## src/hdl/rc4_pkg.sv

```systemverilog
// ----------------------------------------------------------------------------
// rc4_pkg : shared types and constants for the RC4 stream cipher engine
// Byte type, permutation geometry, input kind codes and register widths.
// ----------------------------------------------------------------------------
package rc4_pkg;

  localparam int unsigned BYTE_W     = 8;
  localparam int unsigned PERM_DEPTH = 256;
  localparam int unsigned DISC_W     = 16;

  typedef logic [BYTE_W-1:0] byte_t;
  typedef logic [DISC_W-1:0] disc_t;

  // Input kind, carried on tuser
  localparam logic FUNC_KEY  = 1'b0;
  localparam logic FUNC_DATA = 1'b1;

endpackage

```

## src/hdl/rc4_ram.sv

```systemverilog
// ----------------------------------------------------------------------------
// rc4_ram : generic simple dual-port RAM
// One write port, one read port, read data registered.
// Contents are undefined after reset.
// ----------------------------------------------------------------------------
module rc4_ram #(
  parameter int unsigned WIDTH = 8,
  parameter int unsigned DEPTH = 256
) (
  input  logic                     clk_i,
  input  logic                     we_i,
  input  logic [$clog2(DEPTH)-1:0] waddr_i,
  input  logic [WIDTH-1:0]         wdata_i,
  input  logic [$clog2(DEPTH)-1:0] raddr_i,
  output logic [WIDTH-1:0]         rdata_o
);

  logic [WIDTH-1:0] mem_q [DEPTH];
  logic [WIDTH-1:0] rdata_q;

  // Write port
  always_ff @(posedge clk_i) begin
    if (we_i) begin
      mem_q[waddr_i] <= wdata_i;
    end
  end

  // Registered read port
  always_ff @(posedge clk_i) begin
    rdata_q <= mem_q[raddr_i];
  end

  assign rdata_o = rdata_q;

endmodule

```

## src/hdl/rc4_stream_cipher_top.sv

```systemverilog
// ----------------------------------------------------------------------------
// rc4_stream_cipher_top : RC4 engine, key schedule, drop and keystream XOR
// Data beat: RDJ, SWAP, FIN, result registered in FIN; next beat accepted in FIN
//   once the output is free; set by the read/swap/read sequence on the single-write
//   permutation RAM. Last key beat runs the schedule (KSI, KST/KSU per entry, KSF)
//   plus RDJ, SWAP, FIN per discarded byte. Reset: permutation reads as identity,
//   indices, key length and drop count cleared; key store undefined.
// ----------------------------------------------------------------------------
module rc4_stream_cipher_top
  import rc4_pkg::*;
#(
  parameter int unsigned KEY_MAX = 256
) (
  input  logic        clk_i,
  input  logic        rst_ni,
  // Configuration: drop count
  input  logic        cfg_we_i,
  input  logic [15:0] cfg_wdata_i,
  // Input stream
  input  logic        s_axis_tvalid_i,
  output logic        s_axis_tready_o,
  input  logic [7:0]  s_axis_tdata_i,   // [7:0] in_byte
  input  logic        s_axis_tuser_i,   // [0] func
  input  logic        s_axis_tlast_i,   // key_last
  // Output stream
  output logic        m_axis_tvalid_o,
  input  logic        m_axis_tready_i,
  output logic [15:0] m_axis_tdata_o    // [7:0] out_byte, [15:8] keystream_byte
);

  localparam int unsigned KIDX_W = $clog2(KEY_MAX);
  localparam int unsigned LEN_W  = $clog2(KEY_MAX + 1);
  localparam int unsigned PADR_W = $clog2(PERM_DEPTH);

  // State codes
  localparam logic [2:0] ST_IDLE = 3'd0;
  localparam logic [2:0] ST_RDJ  = 3'd1;
  localparam logic [2:0] ST_SWAP = 3'd2;
  localparam logic [2:0] ST_FIN  = 3'd3;
  localparam logic [2:0] ST_KSI  = 3'd4;
  localparam logic [2:0] ST_KST  = 3'd5;
  localparam logic [2:0] ST_KSU  = 3'd6;
  localparam logic [2:0] ST_KSF  = 3'd7;

  // Control and datapath registers
  logic [2:0]        state_q, state_d;
  byte_t             i_q, i_d;
  byte_t             j_q, j_d;
  byte_t             a_q, a_d;
  byte_t             b_q, b_d;
  byte_t             k_q, k_d;
  byte_t             byte_q, byte_d;
  logic [KIDX_W-1:0] kidx_q, kidx_d;
  logic [LEN_W-1:0]  key_len_q, key_len_d;
  logic              disc_q, disc_d;
  disc_t             disc_cnt_q, disc_cnt_d;
  disc_t             disc_count_q;
  logic              first_q, first_d;
  logic              out_valid_q, out_valid_d;
  byte_t             out_byte_q, out_byte_d;
  byte_t             ks_q, ks_d;

  // Permutation RAM ports and read-side tracking
  logic                   s_we;
  logic [PADR_W-1:0]      s_waddr;
  byte_t                  s_wdata;
  logic [PADR_W-1:0]      s_raddr;
  byte_t                  s_ram_rdata;
  byte_t                  s_rdata;
  logic [PERM_DEPTH-1:0]  vld_q;
  logic [PADR_W-1:0]      rd_addr_q;
  logic                   rd_vld_q;
  logic                   fwd_q;
  byte_t                  fwd_data_q;

  // Key RAM ports
  logic              k_we;
  logic [KIDX_W-1:0] k_waddr;
  byte_t             k_wdata;
  logic [KIDX_W-1:0] k_raddr;
  byte_t             k_rdata;

  // Helpers
  logic              in_acc;
  logic              out_free;
  byte_t             t_val;
  byte_t             ks_val;
  logic [LEN_W-1:0]  kidx_inc;
  logic [KIDX_W-1:0] kidx_nxt;

  rc4_ram #(.WIDTH(BYTE_W), .DEPTH(PERM_DEPTH)) u_perm_ram (
    .clk_i   (clk_i),
    .we_i    (s_we),
    .waddr_i (s_waddr),
    .wdata_i (s_wdata),
    .raddr_i (s_raddr),
    .rdata_o (s_ram_rdata)
  );

  rc4_ram #(.WIDTH(BYTE_W), .DEPTH(KEY_MAX)) u_key_ram (
    .clk_i   (clk_i),
    .we_i    (k_we),
    .waddr_i (k_waddr),
    .wdata_i (k_wdata),
    .raddr_i (k_raddr),
    .rdata_o (k_rdata)
  );

  // Read data: same-cycle write forwarding, identity for unwritten entries
  assign s_rdata = fwd_q    ? fwd_data_q :
                   rd_vld_q ? s_ram_rdata : byte_t'(rd_addr_q);

  assign out_free        = !out_valid_q || m_axis_tready_i;
  assign s_axis_tready_o = (state_q == ST_IDLE) ||
                           ((state_q == ST_FIN) && !disc_q && out_free);
  assign in_acc          = s_axis_tvalid_i && s_axis_tready_o;

  // Schedule: entry n may still await the pending write of S[j]
  assign t_val = (!first_q && (i_q == j_q)) ? a_q : s_rdata;

  // Keystream byte: S[j'] and S[i'] are fresher than the RAM read
  assign ks_val = (k_q == j_q) ? a_q :
                  (k_q == i_q) ? b_q : s_rdata;

  // Key index wraps at the key length
  assign kidx_inc = LEN_W'(kidx_q) + LEN_W'(1);
  assign kidx_nxt = (kidx_inc == key_len_q) ? '0 : kidx_q + KIDX_W'(1);

  // Next state and RAM control
  always_comb begin
    state_d     = state_q;
    i_d         = i_q;
    j_d         = j_q;
    a_d         = a_q;
    b_d         = b_q;
    k_d         = k_q;
    byte_d      = byte_q;
    kidx_d      = kidx_q;
    key_len_d   = key_len_q;
    disc_d      = disc_q;
    disc_cnt_d  = disc_cnt_q;
    first_d     = first_q;
    out_valid_d = out_valid_q && !m_axis_tready_i;
    out_byte_d  = out_byte_q;
    ks_d        = ks_q;

    s_we    = 1'b0;
    s_waddr = j_q;
    s_wdata = a_q;
    s_raddr = k_q;
    k_we    = 1'b0;
    k_waddr = key_len_q[KIDX_W-1:0];
    k_wdata = s_axis_tdata_i;
    k_raddr = kidx_q;

    case (state_q)
      ST_IDLE, ST_FIN: begin
        if (state_q == ST_FIN) begin
          // Finish the swap, then deliver or drop the keystream byte
          s_we    = 1'b1;
          s_waddr = j_q;
          s_wdata = a_q;
          if (disc_q) begin
            if (disc_cnt_q == disc_t'(1)) begin
              disc_d  = 1'b0;
              state_d = ST_IDLE;
            end else begin
              disc_cnt_d = disc_cnt_q - disc_t'(1);
              i_d        = i_q + byte_t'(1);
              s_raddr    = i_q + byte_t'(1);
              state_d    = ST_RDJ;
            end
          end else if (out_free) begin
            out_valid_d = 1'b1;
            out_byte_d  = byte_q ^ ks_val;
            ks_d        = ks_val;
            state_d     = ST_IDLE;
          end
        end
        // New beat
        if (in_acc) begin
          if (s_axis_tuser_i == FUNC_DATA) begin
            i_d     = i_q + byte_t'(1);
            s_raddr = i_q + byte_t'(1);
            byte_d  = s_axis_tdata_i;
            state_d = ST_RDJ;
          end else begin
            if (key_len_q < LEN_W'(KEY_MAX)) begin
              k_we      = 1'b1;
              key_len_d = key_len_q + LEN_W'(1);
            end
            state_d = s_axis_tlast_i ? ST_KSI : ST_IDLE;
          end
        end
      end
      ST_RDJ: begin
        // a = S[i], fetch S[j + a]
        a_d     = s_rdata;
        j_d     = j_q + s_rdata;
        s_raddr = j_q + s_rdata;
        state_d = ST_SWAP;
      end
      ST_SWAP: begin
        // b = S[j], write S[i] = b, fetch S[a + b]
        s_we    = 1'b1;
        s_waddr = i_q;
        s_wdata = s_rdata;
        b_d     = s_rdata;
        k_d     = a_q + s_rdata;
        s_raddr = a_q + s_rdata;
        state_d = ST_FIN;
      end
      ST_KSI: begin
        // Schedule start: fetch S[0] and key[0]
        s_raddr = '0;
        k_raddr = '0;
        i_d     = '0;
        j_d     = '0;
        kidx_d  = '0;
        first_d = 1'b1;
        state_d = ST_KST;
      end
      ST_KST: begin
        // t = S[n]; retire previous S[j] write; fetch S[j + t + key]
        if (!first_q) begin
          s_we    = 1'b1;
          s_waddr = j_q;
          s_wdata = a_q;
        end
        a_d     = t_val;
        j_d     = j_q + t_val + k_rdata;
        s_raddr = j_q + t_val + k_rdata;
        first_d = 1'b0;
        state_d = ST_KSU;
      end
      ST_KSU: begin
        // S[n] = S[j]; fetch next entry and key byte
        s_we    = 1'b1;
        s_waddr = i_q;
        s_wdata = s_rdata;
        if (i_q == byte_t'(PERM_DEPTH - 1)) begin
          state_d = ST_KSF;
        end else begin
          i_d     = i_q + byte_t'(1);
          s_raddr = i_q + byte_t'(1);
          kidx_d  = kidx_nxt;
          k_raddr = kidx_nxt;
          state_d = ST_KST;
        end
      end
      ST_KSF: begin
        // Last S[j] write, clear indices and key length, start drop run if any
        s_we      = 1'b1;
        s_waddr   = j_q;
        s_wdata   = a_q;
        key_len_d = '0;
        i_d       = '0;
        j_d       = '0;
        if (disc_count_q != '0) begin
          disc_d     = 1'b1;
          disc_cnt_d = disc_count_q;
          i_d        = byte_t'(1);
          s_raddr    = PADR_W'(1);
          state_d    = ST_RDJ;
        end else begin
          state_d = ST_IDLE;
        end
      end
      default: begin
        state_d = ST_IDLE;
      end
    endcase
  end

  // Control registers
  always_ff @(posedge clk_i or negedge rst_ni) begin
    if (!rst_ni) begin
      state_q      <= ST_IDLE;
      i_q          <= '0;
      j_q          <= '0;
      key_len_q    <= '0;
      disc_q       <= 1'b0;
      disc_cnt_q   <= '0;
      disc_count_q <= '0;
      first_q      <= 1'b1;
      out_valid_q  <= 1'b0;
      vld_q        <= '0;
      fwd_q        <= 1'b0;
    end else begin
      state_q     <= state_d;
      i_q         <= i_d;
      j_q         <= j_d;
      key_len_q   <= key_len_d;
      disc_q      <= disc_d;
      disc_cnt_q  <= disc_cnt_d;
      first_q     <= first_d;
      out_valid_q <= out_valid_d;
      fwd_q       <= s_we && (s_waddr == s_raddr);
      if (s_we) begin
        vld_q[s_waddr] <= 1'b1;
      end
      if (cfg_we_i) begin
        disc_count_q <= cfg_wdata_i;
      end
    end
  end

  // Payload registers
  always_ff @(posedge clk_i) begin
    a_q        <= a_d;
    b_q        <= b_d;
    k_q        <= k_d;
    byte_q     <= byte_d;
    kidx_q     <= kidx_d;
    out_byte_q <= out_byte_d;
    ks_q       <= ks_d;
    rd_addr_q  <= s_raddr;
    rd_vld_q   <= vld_q[s_raddr];
    fwd_data_q <= s_wdata;
  end

  assign m_axis_tvalid_o = out_valid_q;
  assign m_axis_tdata_o  = {ks_q, out_byte_q};

  // Assertions
  a_len_bound: assert property (@(posedge clk_i) disable iff (!rst_ni)
    key_len_q <= LEN_W'(KEY_MAX))
    else $error("key length beyond key store depth");

  a_sched_end: assert property (@(posedge clk_i) disable iff (!rst_ni)
    (state_q == ST_KSF) |-> (i_q == byte_t'(PERM_DEPTH - 1)))
    else $error("key schedule ended before the last entry");

  a_disc_cnt: assert property (@(posedge clk_i) disable iff (!rst_ni)
    (disc_q && (state_q != ST_IDLE)) |-> (disc_cnt_q != '0))
    else $error("drop run active with zero count");

  a_out_src: assert property (@(posedge clk_i) disable iff (!rst_ni)
    $rose(m_axis_tvalid_o) |-> ($past(state_q) == ST_FIN) && !$past(disc_q))
    else $error("result beat raised outside a data byte finish");

endmodule

```

## config.mk

```make
export PLATFORM = sky130hd
export DESIGN_NAME = rc4_stream_cipher_top
export DESIGN_NICKNAME = d
export VERILOG_FILES = /design/src/hdl/rc4_pkg.sv /design/src/hdl/rc4_ram.sv /design/src/hdl/rc4_stream_cipher_top.sv
export SDC_FILE = /design/constraint.sdc
export NUM_CORES = 2
export LEC_CHECK = 0
export BUFFER_PORTS_ARGS = -buffer_cell sky130_fd_sc_hd__buf_2
export CAP_MARGIN = 20
export CORE_ASPECT_RATIO = 1.2
export CORE_UTILIZATION = 30
export CTS_CLUSTER_SIZE = 10
export DETAILED_ROUTE_END_ITERATION = 8
export SYNTH_ARGS = -nofsm -noshare
export SYNTH_HDL_FRONTEND = slang
export SYNTH_HIERARCHICAL = 1
export SYNTH_SLANG_ARGS = --single-unit
```

## constraint.sdc

```tcl
create_clock -name clk_i -period 7.1 [get_ports clk_i]
set_input_delay 0 -clock clk_i [delete_from_list [all_inputs] [get_ports clk_i]]
set_output_delay 0 -clock clk_i [all_outputs]
set_load 0.05 [all_outputs]
```

==> results.sh <==
export IMPL_slew_violations=0
export IMPL_regToRegSetupSlack_ns=0.28
export IMPL_rr_endpoint="u_perm_ram/rdata_o[5]$_DFF_P_"
export IMPL_end_kind="register"
export IMPL_place_area_sq_mm=0.189
export IMPL_post_cts_buffers=0
export IMPL_track_usage=0.154
export IMPL_detail_route_antenna_nets=0
export IMPL_fin_crit_ns=6.82
export IMPL_min_path_type="in -> reg"
export IMPL_hold_depth=2
export IMPL_crit_fanout=23
export IMPL_async_flop_share=0.0710
export IMPL_num_rows=310
export IMPL_synth_edf_count=4144
export IMPL_cts_max_level=6
export IMPL_seqCellArea_sq_mm=0.133
export IMPL_max_cap_violations=0
export IMPL_nNetsFinal=9806
export IMPL_fill_cells=55304
export IMPL_max_freq_mhz=147
export IMPL_initial_utilization=0.301
export IMPL_fp_dieW_microns=706
export IMPL_finalHoldViolations=0
export IMPL_drive_above_1_share=0.204
export IMPL_crit_path_start_kind="register"
export IMPL_cts_sinks=4505
export IMPL_setup_viol=0
export IMPL_crit_type="reg -> reg"
export IMPL_syn2layout_area_growth_pct=14.3
export IMPL_dr_pass1_iters=5
export IMPL_cts_tree="yes"
export IMPL_vias=92810
export IMPL_grt_pass1_wl_mm=682
export IMPL_dieArea_sq_mm=0.598
export IMPL_clkTransAtPathRegs_ns=0.05
export IMPL_synth_area_sq_mm=0.179
export IMPL_synth_nets=9418
export IMPL_worstMarginPinSlew_ns=1.19
export IMPL_coreArea_sq_mm=0.593
export IMPL_grt_start_max_net_pins=189
export IMPL_clock_latency_ns=1.07
export IMPL_post_route_period_util=0.960
export IMPL_clock_path_buffers=4
export IMPL_cts_root_buf="clkbuf_16"
export IMPL_rsz0062_at_grt="false"
export IMPL_cp_arrival_ns=7.75
export IMPL_grt_overflow=0
export IMPL_wl_per_cell_microns=26.8
export IMPL_drtIter0Drc=9982
export IMPL_ioPinCount=49
export IMPL_max_slew_margin=0.202
export IMPL_hpwlAfterDp_mm=294
export IMPL_reg2reg_depth=19
export IMPL_multi_input_area_sq_mm=0.0422
export IMPL_avgSynthCellArea_sq_um=19.1
export IMPL_place_congestion=0.866
export IMPL_drt_total_wl_mm=475
export IMPL_grt_pass1_vias=93594
export IMPL_holdCritStartpoint="s_axis_tdata_i[1]"
export IMPL_min_to="u_key_ram/mem_q[65][1]$_DFFE_PP_"
export IMPL_drc=0
export IMPL_ys_seq_area_frac=0.746
export IMPL_dp_cells=16943
export IMPL_status="finished clean"
export IMPL_design_area_sq_mm=0.204
export IMPL_syn_inst=9352
export IMPL_yosys_warnings=6
export IMPL_numCtsBuffers=528
export IMPL_synthDistinctLibCells=97
export IMPL_skew_ns=0.131
export IMPL_dp_slack_ns=-0.0733
export IMPL_synth_ff_type="edfxtp_1"
export IMPL_ys_ff_latch=4505
export IMPL_whs_ns=0.0426
export IMPL_reg2reg_from="j_q[3]$_DFFE_PN0P_"
export IMPL_antenna_found_initial=13
export IMPL_drt_vias_per_instance=5.24
export IMPL_fin_cells=17710
export IMPL_die_y_microns=847
export IMPL_critPathRequiredTime_ns=8.03
export IMPL_io_buffers=48
export IMPL_fin_ws_ns=0.282
## critical path: stages, from the launching register on
cell and delay, ns:
dfrtp_1 0.49, xnor2_1 0.22, nand4_1 0.11, or4_1 0.66, mux2_2 0.38, fa_1 0.49
ha_1 0.30, a21o_1 0.15, a21oi_1 0.22, xnor2_1 0.15, a2bb2oi_1 0.38, o211ai_1 0.14
o21ba_2 0.34, inv_2 0.28, nor2_4 0.81, buf_4 0.36, a22oi_1 0.10, a21oi_1 0.51
nor3_2 0.23, nor4_1 0.38
## stage by stage
stage	TNS, ns	util
6_report	0	0.344
5_1_grt	0	0.344
4_1_cts	0	0.344
3_5_place_dp	-0.0733	0.318
3_3_place_gp	-0.366	0.318
2_1_floorplan	0	-
## routing by layer
metal  wire, microns  vias to the layer above  track usage
met5               0                        -            0
met4           21000                        0       0.0617
met3           30500                      909       0.0234
met2          238000                     3631        0.264
met1          186000                    49525        0.196
li1                -                    38745            -
## Yosys cell counts (all sizes together) (41+ instances only)
library cell / n / area [sq um]
a211oi: 45 / 338
a21o: 86 / 646
a21oi: 278 / 1390
a22oi: 288 / 2160
buf: 290 / 2320
clkbuf: 289 / 1080
dfrtp: 319 / 7980
dfxtp: 41 / 821
edfxtp: 4144 / 124000
inv: 44 / 165
mux2i: 358 / 3580
mux4: 912 / 20600
nand2: 326 / 1230
nand3: 135 / 676
nor2: 667 / 2510
nor2b: 66 / 413
nor3: 68 / 352
nor4: 69 / 469
o21ai: 98 / 490
o21bai: 182 / 1370
o221ai: 94 / 836
o22ai: 63 / 394
## state kept, by name, indices dropped and copies added (netlist names), 9 cells and up
register / flops
u_key_ram/mem_q: 2048
u_perm_ram/mem_q: 2048
disc_cnt_q: 16
disc_count_q: 16
vld_q: 256
key_len_q: 9
## area by class of cell
class	instances	share of cell area
clock buffer	630	0.0678
tap	7800	0.0478
clock inverter	64	0.00379
multi-input combinational	4220	0.207
sequential	4505	0.653
inverter	48	0.000975
antenna	6	0.0000736
timing repair buffer	437	0.0196
## how the worst max path moves through the flow
stage	startpoint	to
after floorplan	i_q[0]$_DFFE_PN0P_	u_perm_ram/rdata_o[2]$_DFF_P_
after CTS	j_q[3]$_DFFE_PN0P_	u_perm_ram/rdata_o[5]$_DFF_P_
after global routing	j_q[3]$_DFFE_PN0P_	u_perm_ram/rdata_o[7]$_DFF_P_
final	j_q[3]$_DFFE_PN0P_	u_perm_ram/rdata_o[5]$_DFF_P_
after global placement	j_q[2]$_DFFE_PN0P_	u_perm_ram/rdata_o[0]$_DFF_P_
after detailed placement	j_q[3]$_DFFE_PN0P_	u_perm_ram/rdata_o[5]$_DFF_P_
## repair_timing
action,in CTS,in global routing
gates resized for setup,2,10
hold buffers,67,0
endpoints found under the hold margin,1592,0
setup endpoints to repair,2,8
## kinds of logic (layout without fill, tap and decap cells)
group,Yosys count,count (layout),synth area share
XOR/XNOR,78,78,0.00390
multiplexers,1303,1303,0.137
flip-flops,4505,4505,0.746
buffers and inverters,627,1179,0.0201
AND/OR/NAND/NOR,1467,1467,0.0367
AO/OA/AOI/OAI,1336,1336,0.0527
adder cells (fa/ha/maj),36,36,0.00293
other,0,6,0
## placed cells by master, fill, tap and decap left out, drive strengths merged, types with 45 or more instances in the layout
| cell type | n |
|---|---|
| nand3 | 135 |
| a21oi | 278 |
| nor4 | 69 |
| o221ai | 94 |
| nor3 | 68 |
| o22ai | 63 |
| buf | 371 |
| o21ai | 98 |
| nor2b | 66 |
| edfxtp | 4144 |
| clkbuf | 630 |
| inv | 75 |
| dlygate4sd3 | 66 |
| a211oi | 45 |
| a21o | 86 |
| dfrtp | 319 |
| mux2i | 358 |
| nor2 | 667 |
| mux4 | 912 |
| a22oi | 288 |
| o21bai | 182 |
| nand2 | 326 |
Power is left out: the tool's default activity adds up to more than one toggle a clock period on the data nets, which glitch-free logic cannot reach.
